[src/sv/kect_pkg.sv]
// ----------------------------------------------------------------------------
// kect_pkg
// Types and codes shared by the keyed error counter table.
// ----------------------------------------------------------------------------
package kect_pkg;

    localparam int APP_W   = 64;
    localparam int SVC_W   = 32;
    localparam int ERR_W   = 32;
    localparam int COUNT_W = 32;

    typedef enum logic [1:0] {
        ST_COUNTED = 2'd0,
        ST_FULL    = 2'd1,
        ST_DRAINED = 2'd2,
        ST_EMPTY   = 2'd3
    } status_t;

    typedef struct packed {
        logic                    mode;
        logic [APP_W-1:0]        in_app_id;
        logic [SVC_W-1:0]        in_service_code;
        logic signed [ERR_W-1:0] in_err_code;
    } req_t;

    typedef struct packed {
        status_t                 status;
        logic [COUNT_W-1:0]      hit_count;
        logic [APP_W-1:0]        out_app_id;
        logic [SVC_W-1:0]        out_service_code;
        logic signed [ERR_W-1:0] out_err_code;
        logic                    last;
    } rsp_t;

    typedef struct packed {
        logic [APP_W-1:0]        app_id;
        logic [SVC_W-1:0]        service_code;
        logic signed [ERR_W-1:0] err_code;
    } key_t;

    typedef struct packed {
        key_t               key;
        logic [COUNT_W-1:0] count;
    } entry_t;

endpackage

[src/sv/kect_match.sv]
// ----------------------------------------------------------------------------
// kect_match
// Shared compare and saturating increment unit, applied to one entry a cycle.
// ----------------------------------------------------------------------------
module kect_match (
    input  kect_pkg::key_t                    key,
    input  kect_pkg::entry_t                  ent,
    output logic                              hit,
    output logic [kect_pkg::COUNT_W-1:0]      next_count
);
    import kect_pkg::*;

    assign hit        = (ent.key == key);
    assign next_count = (ent.count == {COUNT_W{1'b1}}) ? ent.count
                                                       : ent.count + COUNT_W'(1);

endmodule

[config.mk]
export PLATFORM = sky130hd
export DESIGN_NAME = kect_match
export DESIGN_NICKNAME = d
export VERILOG_FILES = /design/src/sv/kect_pkg.sv /design/src/sv/kect_match.sv
export SDC_FILE = /design/constraint.sdc
export NUM_CORES = 1
export LEC_CHECK = 0
export BUFFER_PORTS_ARGS = -buffer_cell sky130_fd_sc_hd__buf_2
export CELL_PAD_IN_SITES_DETAIL_PLACEMENT = 0
export CELL_PAD_IN_SITES_GLOBAL_PLACEMENT = 1
export CORE_AREA = 2 2 124 126
export DETAILED_ROUTE_END_ITERATION = 8
export DIE_AREA = 0 0 126 128
export PLACE_DENSITY_LB_ADDON = 0.1
export REMOVE_ABC_BUFFERS = 1
export SYNTH_ARGS = -nofsm -noshare
export SYNTH_HDL_FRONTEND = slang
export SYNTH_SLANG_ARGS = --single-unit
[constraint.sdc]
create_clock -name vclk -period 4.2
set_clock_uncertainty 0.2 [all_clocks]
set_input_delay 0.21 -clock vclk [all_inputs]
set_output_delay 0.21 -clock vclk [all_outputs]
set_load 0.02 [all_outputs]
Word level (Yosys, flattened, before mapping)
Cells that the tools add are included.
Operators by class
  mux-type cells: 1
  add/sub/neg operators: 1
  equal/unequal tests: 2
Operators by type and width (count)
  128-bit equality test: 1
  32-bit by 1-bit adder with 32-bit output, second input constant: 1
  32-bit equality test, second input constant: 1
  32-bit two-way mux: 1
Storage, ports and cells
  bits in registers: 0
  input bits: 288
  logic and storage cells: 4
  output and inout port bits: 33

Depth between registers and ports, before layout
Gate-level depths: netlist (run 1).
  depth in word-level cells: 2
  depth in mapped cells: 7
  gate-level depth less buffers: 6

Least setup slack after synthesis (run 1)
Ideal clock, no wire load.
  path type: input to output
  from: input port ent[0] (netlist bit)
  to: output port next_count[23] (netlist bit)
  setup slack: 1.836 ns
  required time: 3.790 ns
  path buffers: 1
  cell stages on the path: 7
  arrival time: 1.954 ns
  cell sequence: ha_1 nand3_1 or3_1 nor4_4 buf_4 nor4_1 xnor2_1
On the way
  cells in the longest elaborated chain, start to end: 2
  elaborated cells on any way between the ends: 3
  those cells by class: add/sub: 1; eq/ne: 1; mux: 1
RTL lines
  from (decl): RTL line kect_match.sv:7  | input kect_pkg::entry_t ent,
  32-bit by 1-bit adder with 32-bit output or 32-bit equality test (tied branches): RTL line kect_match.sv:15, kect_match.sv:14
  32-bit two-way mux (*): RTL line kect_match.sv:14  | assign next_count = (ent.count == {COUNT_W{1'b1}}) ? ent.count
  to (decl): RTL line kect_match.sv:9  | output logic [kect_pkg::COUNT_W-1:0] next_count
Mark *: on every way between the ends. The rest lies on a longest branch, timed or not.

Final worst setup path (run 1)
  from: input port ent[0] (netlist bit)
  to: output port next_count[1] (netlist bit)
The elaborated chain is that of the path after synthesis.

==> results of run 1 <==
power by group through the flow:
stage	clock (uW)	sequential, uW	combinational, uW
4_1_cts	0	0	372
2_1_floorplan	0	0	165
3_5_place_dp	0	0	370
5_1_grt	0	0	401
3_3_place_gp	0	0	366
6_report	0	0	366
per-layer routing:
metal	global-route usage, %	up-vias	part of all wire, %
met5	0	-	0
met4	0.646	0	0.67
met3	2.30	4	9.8
met2	24.5	190	55
met1	12.4	1409	35
li1	-	1650	-
placed cells by master, fill, tap and decap left out, types with 2 or more instances in the layout:
master                    count
sky130_fd_sc_hd__nand3_1     13
sky130_fd_sc_hd__nand2_1     11
sky130_fd_sc_hd__and3_2       2
sky130_fd_sc_hd__xnor2_1    138
sky130_fd_sc_hd__nor2_1       9
sky130_fd_sc_hd__nor4_2       3
sky130_fd_sc_hd__nand4_1     42
sky130_fd_sc_hd__buf_2      321
sky130_fd_sc_hd__and4_1       2
sky130_fd_sc_hd__xor2_1      20
sky130_fd_sc_hd__mux2_2       2
sky130_fd_sc_hd__nor3_1       7
sky130_fd_sc_hd__and3_1       3
sky130_fd_sc_hd__or3_1        2
sky130_fd_sc_hd__nor4_1      13
worst min-delay path by stage:
stage | startpoint | slack, ns | depth (start not counted) | to
4_1_cts | ent[18] | 0.54 | 3 | next_count[18]
5_1_grt | ent[18] | 0.56 | 3 | next_count[18]
2_1_floorplan | ent[12] | 0.35 | 1 | next_count[12]
3_3_place_gp | ent[18] | 0.53 | 3 | next_count[18]
3_5_place_dp | ent[18] | 0.54 | 3 | next_count[18]
6_report | ent[18] | 0.54 | 3 | next_count[18]
final cells by class:
| type | count | area (um^2) | share of cell area, % |
|---|---|---|---|
| tap | 188 | 235 | 5.90 |
| inverter | 1 | 3.75 | 0.0941 |
| multi-input combinational | 278 | 2140 | 53.7 |
| timing repair buffer | 321 | 1610 | 40.3 |
stage by stage:
stage                     hold WS, ns  setup slack [ns]  instances  utilization (%)  power (uW)
after floorplan                 0.348              1.74        279                -         165
after global placement          0.535              1.24        788             26.8         366
after detailed placement        0.538              1.23        788             26.8         370
after CTS                       0.542              1.23        788             26.8         372
after global routing            0.555              1.05        788             26.8         401
final                           0.539              1.23        788             26.8         366
kinds of logic after synthesis:
kind of cell / after synthesis / synth area share, %
AOI/OAI and AO/OA: 3 / 0.923
xor gates and xnor gates: 158 / 63.8
and+or+nand+nor: 114 / 32.4
buffers and inverters: 4 / 1.21
adders and majority gates: 1 / 0.577
muxes: 2 / 1.04
==> summary.log, run 1 <==
qor: die.dieHeight 128 um
qor: timing.grt_setup_unrepaired false
qor: cells_and_area.num_antenna_cells 0
qor: die.fp_rows 45
qor: cts.cts_setup_buffers 0
qor: synth.netlist_instances 282
qor: worst_setup_path.timing.critical_path.required 3.79 ns
qor: timing.tightestPinTransition 0.915 ns
qor: worst_setup_path.worst-path-buf-inv 2
qor: cts.cts_resized 0
qor: placed_design.placed_area 3990 um^2
qor: cells_and_area.drive_above_1_share 55.5%
qor: timing.final.setup.tns 0 ns
qor: pwr.netsw 160 uW
qor: drt.detailroute.via_count 3253
qor: cells_and_area.area.sequential 0 um^2
qor: grt.global_route.usage.total 11.7%
qor: drt.routedWlPerCell 13.7 um
qor: worst_setup_path.worst-path-stages 7
qor: die.dieWidth 126 um
qor: cells_and_area.final_net_count 891
qor: pwr.swShare 43.6%
qor: timing.finalHoldViolCount 0
qor: synth.netlist_top_cells_count sky130_fd_sc_hd__xnor2_1, sky130_fd_sc_hd__nand4_1, sky130_fd_sc_hd__xor2_1, sky130_fd_sc_hd__nand3_1, sky130_fd_sc_hd__nor4_1
qor: drt.drtPass1Iterations 4
qor: cells_and_area.sequential_cell_total 0
qor: drt.drc 0
qor: pwr.peak_supply_drop 0.0310 mV
qor: die.die-area 16100 um^2
qor: drt.drt_wl_total 10.8 mm
qor: pwr.clockPowerShare 0%
qor: pwr.power_density 91.8 nW/um^2
qor: grt.grt_start_max_net_pins 15
qor: timing.timing.max_slew.rel_slack 38.6%
qor: worst_setup_path.crit_path_start_kind primary input
qor: placed_design.placement.io_buffers 321
qor: synth.synthesis.area_per_instance 7.69 um^2
qor: timing.report.final.setup_viol 0
qor: run.maxCapViolCount 0
qor: worst_setup_path.path_cells buf_2 -> ha_1 -> nand3_1 -> or3_1 -> nor4_4 -> mux2_2 -> buf_2
qor: grt.via_count_of_the_first_global_routing_pass 3170
qor: worst_setup_path.worst_path_most_repeated_cell sky130_fd_sc_hd__buf_2
qor: hold_path.holdCritPathClass in2out
qor: synth.yosysWarningCount 0
qor: worst_setup_path.critical_path_peak_fanout 14
qor: drt.drtAntennaViolNets 0
qor: timing.max_clock_freq 337 MHz
qor: drt.mean_number_of_vias_per_cell 4.13
qor: synth.sequential_element_share_of_the_synthesized_area 0%
qor: placed_design.detailed_place_hpwl 10.3 mm
qor: timing.period_utilization 70.7%
qor: worst_setup_path.worst_setup_path_end next_count[1]
qor: pwr.power.static_leakage 0.00181 uW
qor: grt.grt_pass1_wl 15.4 mm
qor: synth.post-synth-top-area-cell sky130_fd_sc_hd__xnor2_1
qor: synth.yosys.cell_types.count 29
qor: synth.syn_area 2170 um^2
qor: cells_and_area.final_area 3990 um^2
qor: worst_setup_path.endpoint_kind primary output
qor: pwr.combinational_power_share 100.0%
qor: placed_design.place.gp.congestion 0.779
qor: outcome.status complete, no violations
qor: synth.synth_top_area_share 55.7%
qor: worst_setup_path.crit_type in2out
qor: timing.finalCriticalPeriod 2.97 ns
qor: grt.globalRoute.totalOverflow 0
qor: cells_and_area.fill_cells 1708
qor: synth.synth.top_cells.by_area sky130_fd_sc_hd__xnor2_1, sky130_fd_sc_hd__nand4_1, sky130_fd_sc_hd__xor2_1, sky130_fd_sc_hd__nor4_1, sky130_fd_sc_hd__nand3_1
qor: die.num_io_pins 321
qor: worst_setup_path.crit_path_start ent[0]
qor: worst_setup_path.cp_slowest_cell sky130_fd_sc_hd__nor4_4
qor: worst_setup_path.kind_of_cell_adding_the_most_delay_to_the_critical_path simple AND/OR/NAND/NOR gates
qor: cells_and_area.clock_buf_count 0
qor: die.initial_utilization 14.6%
qor: die.core_area 14900 um^2
qor: cts.ctsHoldBuffers 0
qor: pwr.seqPwrFrac 0%
qor: worst_setup_path.slowest_delay 0.82 ns
qor: grt.antenna_found_initial 0
qor: synth.synth_most_common_cell sky130_fd_sc_hd__xnor2_1
qor: cells_and_area.layout-area-overhead-vs-synth 83.9%
qor: worst_setup_path.critical_path_arrival 2.56 ns
qor: pwr.power.internal 206 uW
qor: drt.drt_iter0_markers 35
qor: timing.finalMaxSlewViolations 0
Power figures use the tool's default switching activity.
==> run 2: changes to the inputs <==
--- a/config.mk
+++ b/config.mk
@@ -8,9 +8,9 @@
 export BUFFER_PORTS_ARGS = -buffer_cell sky130_fd_sc_hd__buf_2
 export CELL_PAD_IN_SITES_DETAIL_PLACEMENT = 0
 export CELL_PAD_IN_SITES_GLOBAL_PLACEMENT = 1
-export CORE_AREA = 2 2 124 126
+export CORE_AREA = 2 2 123 125
 export DETAILED_ROUTE_END_ITERATION = 8
-export DIE_AREA = 0 0 126 128
+export DIE_AREA = 0 0 125 127
 export PLACE_DENSITY_LB_ADDON = 0.1
 export REMOVE_ABC_BUFFERS = 1
 export SYNTH_ARGS = -nofsm -noshare
==> constraint.sdc (replaced) <==
create_clock -name vclk -period 2.4
set_clock_uncertainty 0.2 [all_clocks]
set_input_delay 0.12 -clock vclk [all_inputs]
set_output_delay 0.12 -clock vclk [all_outputs]
set_load 0.02 [all_outputs]
==> summary.log, run 2 (synthesized netlist as in run 1, its figures left out) <==
qor: cells_and_area.layout-area-overhead-vs-synth 87.7%
qor: grt.antenna_found_initial 2
qor: timing.max_clock_freq 444 MHz
qor: die.fp_rows 44
qor: drt.detailroute.via_count 3243
qor: timing.finalCriticalPeriod 2.25 ns
qor: grt.grt_start_max_net_pins 15
qor: grt.globalRoute.totalOverflow 0
qor: cts.cts_setup_buffers 0
qor: worst_setup_path.path_cells buf_2 -> ha_1 -> nand3_1 -> or3_1 -> nor4_4 -> buf_6 -> mux2_2 -> buf_2
qor: worst_setup_path.worst-path-stages 8
qor: die.core_area 14400 um^2
qor: cells_and_area.clock_buf_count 0
qor: die.num_io_pins 321
qor: cells_and_area.layout_common_cells sky130_fd_sc_hd__buf_2, sky130_fd_sc_hd__xnor2_1, sky130_fd_sc_hd__nand4_1
qor: worst_setup_path.slowest_delay 0.43 ns
qor: grt.gr-usage-met1 13.5%
qor: grt.gr-usage-met2 25.7%
qor: drt.drtAntennaViolNets 0
qor: hold_path.min-delay-start ent[27]
qor: worst_setup_path.crit_path_start ent[0]
qor: drt.mean_number_of_vias_per_cell 4.07
qor: outcome.status complete, no violations
qor: worst_setup_path.crit_type in2out
qor: timing.grt_setup_unrepaired false
qor: pwr.peak_supply_drop 0.0624 mV
qor: timing.finalMaxSlewViolations 0
qor: timing.fin_ws 0.150 ns
qor: timing.timing.max_slew.rel_slack 65.9%
qor: cells_and_area.final_net_count 901
qor: die.dieHeight 127 um
qor: timing.period_utilization 93.7%
qor: pwr.power.static_leakage 0.00186 uW
qor: worst_setup_path.worst_path_most_repeated_cell sky130_fd_sc_hd__buf_2
qor: grt.routing_layer_with_the_top_usage_in_global_route met2
qor: drt.drc 0
qor: cells_and_area.fill_cells 1617
qor: worst_setup_path.timing.critical_path.required 2.08 ns
qor: grt.global_route.usage.total 12.4%
qor: worst_setup_path.worst_setup_path_end next_count[1]
qor: timing.report.final.setup_viol 0
qor: grt.grt_pass1_wl 15.9 mm
qor: worst_setup_path.cp_slowest_cell sky130_fd_sc_hd__or3_1
qor: placed_design.place.gp.congestion 0.879
qor: cells_and_area.sequential_cell_total 0
qor: die.initial_utilization 15.0%
qor: worst_setup_path.worst-path-buf-inv 3
qor: placed_design.dp_worst_setup_slack 0.100 ns
qor: worst_setup_path.critical_path_arrival 1.93 ns
qor: cells_and_area.drive_above_1_share 56.2%
qor: drt.drtPass1Iterations 4
qor: worst_setup_path.crit_path_start_kind primary input
qor: drt.routedWlPerCell 14.0 um
qor: grt.grt_util_met3 1.68%
qor: placed_design.placement.io_buffers 321
qor: timing.final.hold.worst_slack 0.347 ns
qor: run.maxCapViolCount 0
qor: grt.via_count_of_the_first_global_routing_pass 3327
qor: die.die-area 15900 um^2
qor: cells_and_area.area.sequential 0 um^2
qor: timing.finalHoldViolCount 0
qor: timing.final.setup.tns 0 ns
qor: worst_setup_path.critical_path_peak_fanout 14
qor: drt.drt_iter0_markers 54
qor: hold_path.holdCritPathClass in2out
qor: cells_and_area.multi_input_comb_area 2140 um^2
qor: worst_setup_path.kind_of_cell_adding_the_most_delay_to_the_critical_path simple AND/OR/NAND/NOR gates
qor: cells_and_area.mostFrequentLayoutCell sky130_fd_sc_hd__buf_2
qor: timing.tightestPinTransition 0.507 ns
qor: die.dieWidth 125 um
qor: placed_design.detailed_place_hpwl 10.6 mm
qor: pwr.power_density 157 nW/um^2
qor: drt.drt_wl_total 11.2 mm
qor: worst_setup_path.endpoint_kind primary output
==> run 2: cell count changes in the layout (fill, tap and decap cells not counted), sizes merged <==
cell   change
diode      +3
buf       +10
==> run 2: power by group <==
group,switching (uW),internal [uW],total (uW)
registers,0,0,0
clock network,0,0.000167,0.000167
logic,276,365,640
total,276,365,640
==> run 2: worst min-delay path by stage <==
stage                endpoint  slack [ns]  cells past startpoint
3_3_place_gp   next_count[27]        0.35                      3
4_1_cts        next_count[27]        0.35                      3
2_1_floorplan  next_count[12]        0.17                      1
3_5_place_dp   next_count[27]        0.35                      3
6_report       next_count[27]        0.35                      3
5_1_grt        next_count[27]        0.37                      3
==> run 2: routing by layer <==
layer | vias up | routed length, um
li1 | 1670 | -
met1 | 1388 | 3930
met2 | 177 | 6220
met3 | 8 | 841
met4 | 0 | 163
met5 | - | 0
==> run 2: through the flow <==
| stage | area, um^2 | cells | utilization, % | total power, uW |
|---|---|---|---|---|
| floorplan | 2150 | 279 | - | 289 |
| global placement | 4060 | 794 | 28.1 | 642 |
| detailed placement | 4060 | 794 | 28.1 | 647 |
| CTS | 4060 | 794 | 28.1 | 650 |
| global route | 4070 | 796 | 28.2 | 704 |
| finish | 4070 | 797 | 28.2 | 640 |
==> run 2: tightest hold or removal path, stage by stage <==
cell                     delay, ns
sky130_fd_sc_hd__buf_2        0.09
sky130_fd_sc_hd__xor2_1       0.06
sky130_fd_sc_hd__buf_2        0.15
==> run 2: cell type report <==
type / instances / share of cell area, %
Tap cell: 184 / 5.66
Antenna cell: 3 / 0.185
Multi-Input combinational cell: 278 / 52.6
Timing Repair Buffer: 331 / 41.4
Inverter: 1 / 0.0923
==> run 2: what timing repair did <==
| item | CTS | global route |
|---|---|---|
| gates resized for setup | 0 | 2 |
| hold buffers | 0 | 0 |
| setup endpoints to repair | 0 | 3 |
==> run 3: changes to the inputs <==
--- a/config.mk
+++ b/config.mk
@@ -5,12 +5,14 @@
 export SDC_FILE = /design/constraint.sdc
 export NUM_CORES = 1
 export LEC_CHECK = 0
+export ABC_AREA = 1
 export BUFFER_PORTS_ARGS = -buffer_cell sky130_fd_sc_hd__buf_2
 export CELL_PAD_IN_SITES_DETAIL_PLACEMENT = 0
 export CELL_PAD_IN_SITES_GLOBAL_PLACEMENT = 1
-export CORE_AREA = 2 2 123 125
+export CORE_ASPECT_RATIO = 1.1
+export CORE_MARGIN = 2
+export CORE_UTILIZATION = 19
 export DETAILED_ROUTE_END_ITERATION = 8
-export DIE_AREA = 0 0 125 127
 export PLACE_DENSITY_LB_ADDON = 0.1
 export REMOVE_ABC_BUFFERS = 1
 export SYNTH_ARGS = -nofsm -noshare
==> constraint.sdc (replaced) <==
create_clock -name vclk -period 2.4
set_clock_uncertainty 0.2 [all_clocks]
set_input_delay 0.12 -clock vclk [all_inputs]
set_output_delay 0.12 -clock vclk [all_outputs]
set_load 0.1 [all_outputs]
==> summary.log, run 3 <==
qor: grt.global_route.usage.total 13.6%
qor: cells_and_area.area.sequential 0 um^2
qor: cells_and_area.drive_above_1_share 30.9%
qor: pwr.seqPwrFrac 0%
qor: pwr.total_power 1000 uW
qor: worst_setup_path.crit_type in2out
qor: cts.ctsHoldBuffers 0
qor: synth.synthesis.area_per_instance 4.33 um^2
qor: timing.timing.max_slew.rel_slack 66.6%
qor: pwr.peak_supply_drop 0.0684 mV
qor: run.maxCapViolCount 0
qor: cells_and_area.layout-area-overhead-vs-synth 70.3%
qor: timing.finalMaxSlewViolations 0
qor: drt.drtAntennaViolNets 0
qor: die.core_area 17100 um^2
qor: synth.sequential_element_share_of_the_synthesized_area 0%
qor: drt.routedWlPerCell 10.6 um
qor: pwr.combinational_power_share 100.0%
qor: timing.period_utilization 88.3%
qor: worst_setup_path.critical_path_arrival 1.80 ns
qor: synth.synth.top_cells.by_area sky130_fd_sc_hd__nand2_1, sky130_fd_sc_hd__nor2_1, sky130_fd_sc_hd__inv_1, sky130_fd_sc_hd__xor2_1, sky130_fd_sc_hd__nand3_1
qor: cells_and_area.clock_buf_count 0
qor: drt.drt_wl_total 14.1 mm
qor: timing.tightestPinTransition 0.505 ns
qor: synth.synth_most_common_cell sky130_fd_sc_hd__nand2_1
qor: die.num_io_pins 321
qor: placed_design.placed_area 5670 um^2
qor: timing.finalCriticalPeriod 2.12 ns
qor: worst_setup_path.crit_path_start_kind primary input
qor: cts.cts_resized 0
qor: drt.drt_iter0_markers 137
qor: die.initial_utilization 19.5%
qor: pwr.netsw 573 uW
qor: pwr.power.static_leakage 0.00374 uW
qor: timing.grt_setup_unrepaired false
qor: cells_and_area.final_net_count 1380
qor: timing.finalHoldViolCount 0
qor: timing.final.setup.tns 0 ns
qor: synth.netlist_top_cells_count sky130_fd_sc_hd__nand2_1, sky130_fd_sc_hd__nor2_1, sky130_fd_sc_hd__inv_1, sky130_fd_sc_hd__xor2_1, sky130_fd_sc_hd__nand3_1
qor: cts.cts_setup_buffers 0
qor: synth.synth_top_area_share 34.7%
qor: synth.netlist_instances 769
qor: worst_setup_path.endpoint_kind primary output
qor: cells_and_area.fill_cells 2045
qor: drt.mean_number_of_vias_per_cell 3.71
qor: hold_path.holdCritPathClass in2out
qor: timing.max_clock_freq 472 MHz
qor: cells_and_area.layout_common_cells sky130_fd_sc_hd__nand2_1, sky130_fd_sc_hd__buf_2, sky130_fd_sc_hd__nor2_1
qor: grt.globalRoute.totalOverflow 0
qor: placed_design.place.gp.congestion 0.782
qor: grt.via_count_of_the_first_global_routing_pass 4493
qor: timing.final.hold.worst_slack 0.434 ns
qor: cells_and_area.mostFrequentLayoutCell sky130_fd_sc_hd__nand2_1
qor: pwr.swShare 57.3%
qor: die.dieHeight 143 um
qor: synth.yosys.cell_types.count 19
qor: die.dieWidth 130 um
qor: cells_and_area.sequential_cell_total 0
qor: synth.post-synth-top-area-cell sky130_fd_sc_hd__nand2_1
qor: worst_setup_path.timing.critical_path.required 2.08 ns
qor: die.die-area 18600 um^2
qor: worst_setup_path.critical_path_peak_fanout 11
qor: drt.drtPass1Iterations 4
qor: placed_design.detailed_place_hpwl 13.3 mm
qor: placed_design.placement.io_buffers 321
qor: drt.drc 0
qor: pwr.power_density 176 nW/um^2
qor: grt.grt_start_max_net_pins 20
qor: die.fp_rows 50
qor: grt.antenna_found_initial 1
qor: pwr.power.internal 427 uW
qor: cells_and_area.final_area 5670 um^2
qor: synth.syn_area 3330 um^2
qor: timing.report.final.setup_viol 0
qor: outcome.status complete, no violations
qor: drt.detailroute.via_count 4906
qor: synth.yosysWarningCount 0
qor: grt.grt_pass1_wl 20.5 mm
qor: pwr.clockPowerShare 0%
run 3: cell types whose count changed after synthesis, moves of 8 or more:
cell                      delta
sky130_fd_sc_hd__nor4_1     -13
sky130_fd_sc_hd__nand3_1     +8
sky130_fd_sc_hd__xor2_1     +29
sky130_fd_sc_hd__nand2_1   +297
sky130_fd_sc_hd__nand4_1    -33
sky130_fd_sc_hd__xnor2_1   -129
sky130_fd_sc_hd__or2_2       +8
sky130_fd_sc_hd__inv_1     +164
sky130_fd_sc_hd__nor2_1    +168
run 3: area by class of cell:
cell class                      instances  area (um^2)  share of cell area [%]
Antenna cell                            1         2.50                  0.0441
Inverter                              165          619                    10.9
Multi-Input combinational cell        602         2690                    47.5
Tap cell                              234          293                    5.16
Timing Repair Buffer                  322         2060                    36.4
run 3: power groups by stage:
stage               combinational, uW  clock [uW]  sequential (uW)
global placement                 1010           0                0
floorplan                         527           0                0
global route                     1100   0.0000557                0
finish                           1000   0.0000557                0
detailed placement               1010           0                0
CTS                              1010           0                0
run 3: worst max-delay path, stage by stage:
cell and delay [ns]:
sky130_fd_sc_hd__buf_2 0.12, sky130_fd_sc_hd__ha_1 0.22, sky130_fd_sc_hd__nand3_2 0.13, sky130_fd_sc_hd__nor3_4 0.22, sky130_fd_sc_hd__nand2_4 0.11, sky130_fd_sc_hd__nor2_4 0.11, sky130_fd_sc_hd__nand2_2 0.16, sky130_fd_sc_hd__nand2_1 0.14
sky130_fd_sc_hd__xor2_1 0.25, sky130_fd_sc_hd__buf_12 0.21
run 3: cells by family after synthesis:
kind of cell	Yosys count	share of synthesized area, %
compound gates	1	0.150
xor+xnor	58	15.2
fa+ha+maj	1	0.375
buf+inv	167	19.2
simple gates	542	65.1
run 3: per-stage QoR:
| stage | cells | setup WS, ns | util, % |
|---|---|---|---|
| after CTS | 1323 | 0.241 | 33.2 |
| final | 1324 | 0.280 | 33.2 |
| after global routing | 1324 | 0.127 | 33.2 |
| after detailed placement | 1323 | 0.246 | 33.2 |
| after floorplan | 767 | -0.363 | - |
| after global placement | 1323 | 0.272 | 33.2 |
run 3: final timing paths:
kind,startpoint,endpoint,slack (ns),cells after the start
setup / recovery,ent[0],next_count[23],0.28,10
hold / removal,ent[7],next_count[7],0.43,3
run 3: metal layers:
layer	part of all wire [%]	track usage [%]	routed length, um
met1	39	15.4	5550
met2	54	27.9	7560
met3	6.6	1.99	925
met4	0.34	0.396	48
met5	0	0	0
